File: src/rtl/hvcs_pkg.sv
// Package for the hypervector store with cosine similarity.
// Request and result payload types, request and status codes, controller links.
// No dependencies.
`default_nettype none

package hvcs_pkg;

    localparam int NUM_SLOTS_DEF = 16;
    localparam int MAX_LEN_DEF   = 1024;

    // Request codes
    localparam logic [1:0] REQ_STORE = 2'd0;
    localparam logic [1:0] REQ_EMPTY = 2'd1;
    localparam logic [1:0] REQ_CMP   = 2'd2;
    localparam logic [1:0] REQ_RSVD  = 2'd3;

    // Result status codes
    localparam logic [1:0] STAT_OK      = 2'd0;
    localparam logic [1:0] STAT_MISSING = 2'd1;
    localparam logic [1:0] STAT_DEGEN   = 2'd2;

    // Sine polynomial coefficients (Q.16) and magnitude floor (Q2.30)
    localparam logic [31:0] SIN_A   = 32'd102944;
    localparam logic [31:0] SIN_B   = 32'd42047;
    localparam logic [31:0] SIN_C   = 32'd4640;
    localparam logic [31:0] EPS_Q30 = 32'd107374;

    // Quotient bits produced by the divider
    localparam int DIV_QB = 17;

    typedef struct packed {
        logic [1:0]         req_type;
        logic [3:0]         layer_a;
        logic [3:0]         layer_b;
        logic [9:0]         element_index;
        logic signed [15:0] weight;
        logic               last_element;
    } in_t;

    typedef struct packed {
        logic signed [15:0] similarity;
        logic [1:0]         status;
    } out_t;

    typedef struct packed {
        logic capture;
        logic commit;
        logic lookup;
        logic walk;
        logic check;
        logic root_step;
        logic mul;
        logic div_init;
        logic div_step;
        logic load_out;
    } cmd_t;

    typedef struct packed {
        logic lookup_err;
        logic walk_done;
        logic tiny;
        logic iter_done;
    } stat_t;

endpackage

`default_nettype wire

File: src/rtl/hvcs_ctrl.sv
// Controller state machine: request handshake, sequencing, result valid.
// Depends on hvcs_pkg.
`default_nettype none

module hvcs_ctrl
    import hvcs_pkg::*;
(
    input  wire logic       aclk,
    input  wire logic       aresetn,
    input  wire logic       s_valid,
    input  wire logic [1:0] s_req,
    output logic            s_ready,
    output logic            m_valid,
    input  wire logic       m_ready,
    input  wire stat_t      stat,
    output cmd_t            cmd
);

    typedef enum logic [13:0] {
        S_IDLE   = 14'b00000000000001,
        S_SIN1   = 14'b00000000000010,
        S_SIN2   = 14'b00000000000100,
        S_SIN3   = 14'b00000000001000,
        S_SIN4   = 14'b00000000010000,
        S_WRITE  = 14'b00000000100000,
        S_LOOKUP = 14'b00000001000000,
        S_WALK   = 14'b00000010000000,
        S_CHECK  = 14'b00000100000000,
        S_ROOT   = 14'b00001000000000,
        S_MUL    = 14'b00010000000000,
        S_DIVI   = 14'b00100000000000,
        S_DIV    = 14'b01000000000000,
        S_RESULT = 14'b10000000000000
    } state_t;

    state_t state_reg, state_next;
    logic   m_valid_reg, m_valid_next;
    logic   out_free;

    assign s_ready  = (state_reg == S_IDLE);
    assign m_valid  = m_valid_reg;
    assign out_free = !m_valid_reg || m_ready;

    always_comb begin
        state_next   = state_reg;
        cmd          = '0;
        m_valid_next = m_valid_reg && !m_ready;
        case (state_reg)
            S_IDLE: begin
                if (s_valid) begin
                    cmd.capture = 1'b1;
                    case (s_req)
                        REQ_STORE: state_next = S_SIN1;
                        REQ_EMPTY: state_next = S_WRITE;
                        REQ_CMP:   state_next = S_LOOKUP;
                        default:   state_next = S_IDLE;
                    endcase
                end
            end
            S_SIN1:  state_next = S_SIN2;
            S_SIN2:  state_next = S_SIN3;
            S_SIN3:  state_next = S_SIN4;
            S_SIN4:  state_next = S_WRITE;
            S_WRITE: begin
                cmd.commit = 1'b1;
                state_next = S_IDLE;
            end
            S_LOOKUP: begin
                cmd.lookup = 1'b1;
                state_next = stat.lookup_err ? S_RESULT : S_WALK;
            end
            S_WALK: begin
                cmd.walk = 1'b1;
                if (stat.walk_done) begin
                    state_next = S_CHECK;
                end
            end
            S_CHECK: begin
                cmd.check  = 1'b1;
                state_next = stat.tiny ? S_RESULT : S_ROOT;
            end
            S_ROOT: begin
                cmd.root_step = 1'b1;
                if (stat.iter_done) begin
                    state_next = S_MUL;
                end
            end
            S_MUL: begin
                cmd.mul    = 1'b1;
                state_next = S_DIVI;
            end
            S_DIVI: begin
                cmd.div_init = 1'b1;
                state_next   = S_DIV;
            end
            S_DIV: begin
                cmd.div_step = 1'b1;
                if (stat.iter_done) begin
                    state_next = S_RESULT;
                end
            end
            S_RESULT: begin
                if (out_free) begin
                    cmd.load_out = 1'b1;
                    m_valid_next = 1'b1;
                    state_next   = S_IDLE;
                end
            end
            default: state_next = S_IDLE;
        endcase
    end

    always_ff @(posedge aclk) begin
        if (!aresetn) begin
            state_reg   <= S_IDLE;
            m_valid_reg <= 1'b0;
        end else begin
            state_reg   <= state_next;
            m_valid_reg <= m_valid_next;
        end
    end

endmodule

`default_nettype wire

File: config.mk
export PLATFORM = sky130hd
export DESIGN_NAME = hvcs_ctrl
export DESIGN_NICKNAME = d
export VERILOG_FILES = /design/src/rtl/hvcs_pkg.sv /design/src/rtl/hvcs_ctrl.sv
export SDC_FILE = /design/constraint.sdc
export NUM_CORES = 1
export LEC_CHECK = 0
export ABC_CLOCK_PERIOD_IN_PS = 2400
export BUFFER_PORTS_ARGS = -buffer_cell sky130_fd_sc_hd__buf_4
export CORE_MARGIN = 4
export CORE_UTILIZATION = 53
export CTS_BUF_LIST = sky130_fd_sc_hd__clkbuf_2 sky130_fd_sc_hd__clkbuf_4 sky130_fd_sc_hd__clkbuf_8
export DETAILED_ROUTE_END_ITERATION = 7
export MAX_ROUTING_LAYER = met4
export PLACE_DENSITY = 0.83
export SLEW_MARGIN = 5
export SYNTH_ARGS = -nofsm -noshare
export SYNTH_HDL_FRONTEND = slang
export SYNTH_SLANG_ARGS = --single-unit
File: constraint.sdc
create_clock -name aclk -period 2.4 [get_ports aclk]
set_input_delay 0.6 -clock aclk [delete_from_list [all_inputs] [get_ports aclk]]
set_output_delay 0.6 -clock aclk [all_outputs]
set_load 0.005 [all_outputs]
==> report_table.html <==
<table>
<tr><th>Metric</th><th>Value</th></tr>
<tr><th colspan="2">Status</th></tr>
<tr><td>Status</td><td>finished clean</td></tr>
<tr><th colspan="2">Floorplan</th></tr>
<tr><td>Placeable core region</td><td>between 1500 and 2000 um^2</td></tr>
<tr><td>Initial cell density of the core</td><td>0.5754</td></tr>
<tr><td>Die Outline Area</td><td>2703 um^2</td></tr>
<tr><td>Overall die width</td><td>between 50 and 60 um</td></tr>
<tr><td>Floorplan die height</td><td>~52 um</td></tr>
<tr><td>Io pins</td><td>22</td></tr>
<tr><td>Std-Cell Rows</td><td>15</td></tr>
<tr><th colspan="2">Final layout</th></tr>
<tr><td>Cell area after layout</td><td>about 1300 um^2</td></tr>
<tr><td>Number of nets in the final layout</td><td>160</td></tr>
<tr><td>Antenna diodes</td><td>0</td></tr>
<tr><td>Share of layout cells above drive strength 1</td><td>0.3490</td></tr>
<tr><td>Fillers</td><td>between 100 and 150</td></tr>
<tr><td>Max reg flops</td><td>14</td></tr>
<tr><td>Footprint of the flip-flops and latches</td><td>approximately 310 um^2</td></tr>
<tr><td>Area added between synthesis and finish</td><td>28.78%</td></tr>
<tr><td>Area of the multi-input gates</td><td>around 690 um^2</td></tr>
<tr><th colspan="2">Yosys</th></tr>
<tr><td>Async S/R FF share, synth</td><td>0</td></tr>
<tr><td>Arithmetic-cell share of the synthesized area counting full adders, half adders and majority gates</td><td>0.009756</td></tr>
<tr><td>Most frequent cell after synthesis</td><td>sky130_fd_sc_hd__dfxtp_1</td></tr>
<tr><td>Most instantiated cells after synthesis</td><td>sky130_fd_sc_hd__dfxtp_1 (15), sky130_fd_sc_hd__nor2_1 (12), sky130_fd_sc_hd__nor3_1 (8), sky130_fd_sc_hd__nor4b_1 (7)</td></tr>
<tr><td>Warnings from Yosys</td><td>0</td></tr>
<tr><td>Multiplexer share of the synthesized area</td><td>0.009756</td></tr>
<tr><td>Number of instances in the synthesized netlist</td><td>120</td></tr>
<tr><td>Syn Std Cell Area</td><td>about 1000 um^2</td></tr>
<tr><td>Yosys top cell area share</td><td>0.2927</td></tr>
<tr><td>Parity-gate share of the synthesized area counting xor and xnor cells</td><td>0.01707</td></tr>
<tr><td>Avg Cell Area, Syn</td><td>around 8.5 um^2</td></tr>
<tr><td>Synth Area in Compound Gates</td><td>0.1573</td></tr>
<tr><td>Largest family of logic cells by synthesized area</td><td>simple AND/OR/NAND/NOR gates</td></tr>
<tr><td>Largest area contributor in the netlist</td><td>sky130_fd_sc_hd__dfxtp_1</td></tr>
<tr><td>Simple-gate share of the synthesized area</td><td>0.4561</td></tr>
<tr><td>Sequential share of the synthesized area</td><td>0.2927</td></tr>
<tr><td>Seq cells post-synth</td><td>15</td></tr>
<tr><td>Count of different cell masters after synthesis</td><td>42</td></tr>
<tr><td>Dominant cells by area after synthesis</td><td>sky130_fd_sc_hd__dfxtp_1 (29%), sky130_fd_sc_hd__nor4b_1 (6.0%), sky130_fd_sc_hd__nor2_1 (4.4%)</td></tr>
<tr><td>Flip-flop cell with the highest count after synthesis</td><td>sky130_fd_sc_hd__dfxtp_1</td></tr>
<tr><td>Post-synthesis net count</td><td>130</td></tr>
<tr><td>Number of synthesized flops with an enable pin</td><td>0</td></tr>
<tr><th colspan="2">Pwr</th></tr>
<tr><td>Maximum vdd ir drop</td><td>0.4869 mV</td></tr>
<tr><td>Power density of the placed cells</td><td>between 500 and 600 nW/um^2</td></tr>
<tr><td>Standby leakage power</td><td>0.5540 nW</td></tr>
<tr><td>Power share of the sequential group</td><td>0.380</td></tr>
<tr><td>Cell-internal power</td><td>0.4936 mW</td></tr>
<tr><td>Clock network fraction of total power</td><td>0.216</td></tr>
<tr><td>Fraction of power spent switching nets</td><td>0.3265</td></tr>
<tr><td>Sw power</td><td>~0.24 mW</td></tr>
<tr><td>PnR Total Power</td><td>0.7329 mW</td></tr>
<tr><td>Logic pwr share</td><td>0.405</td></tr>
<tr><th colspan="2">STA</th></tr>
<tr><td>Setup violations, final</td><td>0</td></tr>
<tr><td>Final Cycle Share</td><td>0.9803</td></tr>
<tr><td>Clock skew after layout</td><td>~8.9 ps</td></tr>
<tr><td>Unrepaired setup endpoints after global routing</td><td>true</td></tr>
<tr><td>Max_slew headroom</td><td>0.7194</td></tr>
<tr><td>Number of slew-limit violations in the final report</td><td>0</td></tr>
<tr><td>Final min period</td><td>between 2000 and 2500 ps</td></tr>
<tr><td>Maximum clock frequency</td><td>approximately 430 MHz</td></tr>
<tr><td>Final count of hold timing violations</td><td>0</td></tr>
<tr><td>Actual transition at the worst max-transition pin</td><td>420.9 ps</td></tr>
<tr><th colspan="2">Detailed routing</th></tr>
<tr><td>Number of DRC markers in iteration 0</td><td>26</td></tr>
<tr><td>Final Routed Wirelength</td><td>2746 um</td></tr>
<tr><td>Number of design rule violations left after detail routing</td><td>0</td></tr>
<tr><td>Iteration count of the initial detailed-routing pass</td><td>4</td></tr>
<tr><td>Average wire per cell in the routed design</td><td>~16 um</td></tr>
<tr><td>Vias</td><td>around 1,100</td></tr>
<tr><td>Final antenna-violating net count</td><td>0</td></tr>
<tr><td>Via-to-Cell Ratio</td><td>about 6.1</td></tr>
<tr><th colspan="2">CTS</th></tr>
<tr><td>Worst-path clk slew</td><td>approximately 90 ps</td></tr>
<tr><td>CTS max path bufs</td><td>2</td></tr>
<tr><td>Root Buffer</td><td>sky130_fd_sc_hd__clkbuf_4</td></tr>
<tr><td>Clock latency of the later-clocked register in the worst-skew pair</td><td>290 ps</td></tr>
<tr><td>Number of buffers inserted during clock tree synthesis</td><td>3</td></tr>
<tr><td>Num Clock Sinks</td><td>15</td></tr>
<tr><td>TritonCTS clock tree</td><td>built</td></tr>
<tr><td>Hold bufs inserted after CTS</td><td>0</td></tr>
<tr><td>H-tree depth</td><td>1</td></tr>
<tr><th colspan="2">Worst setup path</th></tr>
<tr><td>Crit path DAT</td><td>about 1800 ps</td></tr>
<tr><td>Delay of the slowest cell on the worst path</td><td>about 380 ps</td></tr>
<tr><td>Category of the most critical setup path</td><td>flip-flop to output port</td></tr>
<tr><td>CP Data Required Time</td><td>about 1800 ps</td></tr>
<tr><td>CP endpoint kind</td><td>output port</td></tr>
<tr><td>Top Family by Delay on Critical Path</td><td>simple AND/OR/NAND/NOR gates</td></tr>
<tr><td>Element type at the critical path start</td><td>flip-flop</td></tr>
<tr><td>Crit-path slowest cell</td><td>sky130_fd_sc_hd__dfxtp_4</td></tr>
<tr><td>Series of cell instances along the critical path</td><td>nor4_4 -&gt; nand3_2 -&gt; nor3_4 -&gt; nand4b_1 -&gt; nor2b_1 -&gt; buf_4</td></tr>
<tr><td>Critical Path Fanout Max</td><td>8</td></tr>
<tr><td>Buffers &amp; Inverters on Critical Path</td><td>1</td></tr>
<tr><th colspan="2">Place</th></tr>
<tr><td>Buffers on Ports</td><td>21</td></tr>
<tr><td>Routability congestion estimate</td><td>0.9172</td></tr>
<tr><td>Cell area after placement</td><td>roughly 1200 um^2</td></tr>
<tr><td>HPWL after DPL</td><td>roughly 2000 um</td></tr>
<tr><th colspan="2">Global routing</th></tr>
<tr><td>GRT Residual Overflow</td><td>0</td></tr>
<tr><td>Wire length of the first global-routing pass</td><td>about 4400 um</td></tr>
<tr><td>Via count of the first global-routing pass</td><td>between 900 and 1,000</td></tr>
<tr><td>Initial antenna violation count</td><td>0</td></tr>
<tr><td>Total track usage</td><td>0.2237</td></tr>
<tr><td>Largest net degree at the start of global routing</td><td>12</td></tr>
<tr><th colspan="2">Job</th></tr>
<tr><td>Max-cap violations</td><td>0</td></tr>
<tr><th colspan="2">Hold path</th></tr>
<tr><td>Worst hold-check path type</td><td>input port to flip-flop</td></tr>
</table>
[final timing paths]
path | startpoint | endpoint | slack (ps) | depth (start not counted)
setup / recovery | state_reg[3] | cmd[0] | 50 | 6
setup reg to reg | state_reg[11] | state_reg[2] | 440 | 6
hold reg to reg | m_valid | m_valid | 520 | 2
hold / removal | s_req[0] | state_reg[6] | 490 | 2
[kinds of logic (layout without fill, tap and decap cells)]
| family | count (synthesis) | after routing |
|---|---|---|
| compound gates | 23 | 23 |
| buf+inv | 11 | 40 |
| simple gates | 67 | 67 |
| mux | 1 | 1 |
| flops | 15 | 15 |
| xor+xnor | 2 | 2 |
| fa+ha+maj | 1 | 1 |
[area by class of cell]
cell class	count	area share
clock buffers	4	0.02273
inverters	3	0.008523
multi-input cells	94	0.5218
flip-flops and latches	15	0.2358
well taps	25	0.02367
repair buffers	33	0.1875
[cells in the final DEF (no fill, tap or decap), drive strengths merged, types with 2 or more instances in the layout]
cell type	Yosys	final
nand3b	2	2
nand2	2	2
clkbuf	1	4
a211o	2	2
nor2b	5	5
a21boi	3	3
o211ai	2	2
nand4	4	4
inv	3	3
nand4b	4	4
dfxtp	15	15
nor4	4	4
nor2	12	12
nor4b	7	7
or4b	2	2
a31oi	2	2
nor3	8	8
nand3	3	3
and4b	4	4
buf	7	33
o21ai	5	5
o21a	3	3
a211oi	2	2
and3b	2	2
and3	2	2
xor2	2	2
and2	2	2
or4	2	2
[per-stage QoR]
step                      hold WS [ps]  setup WS [ps]  utilization  setup TNS, ps  cells
after floorplan                  496.4          388.4            -              0    120
after global placement           502.5          275.7       0.6758              0    163
after detailed placement         515.9          234.9       0.6758              0    163
after CTS                        485.2          7.115       0.6954              0    167
after global routing             490.9         -62.97       0.7411         -216.8    174
final                            488.9          47.34       0.7411              0    174
[repair_timing]
| action | CTS | global route |
|---|---|---|
| pin swaps | 0 | 4 |
| setup endpoints to repair | 1 | 7 |
| buffers inserted | 0 | 7 |
| gates resized for setup | 1 | 10 |
[per-layer routing]
| metal | wire [um] | track usage |
|---|---|---|
| met1 | 1133 | 0.2574 |
| met2 | 1372 | 0.3682 |
| met3 | 154 | 0.03438 |
| met4 | 87 | 0.1266 |
| met5 | 0 | - |
[power groups by stage]
stage	sequential [mW]	combinational, mW	clock (mW)
floorplan	0.280	0.146	0
global placement	0.283	0.231	0
detailed placement	0.285	0.236	0
CTS	0.280	0.242	0.162
global route	0.280	0.323	0.170
finish	0.278	0.297	0.158
Note: power is estimated with default switching activity, not from simulation.
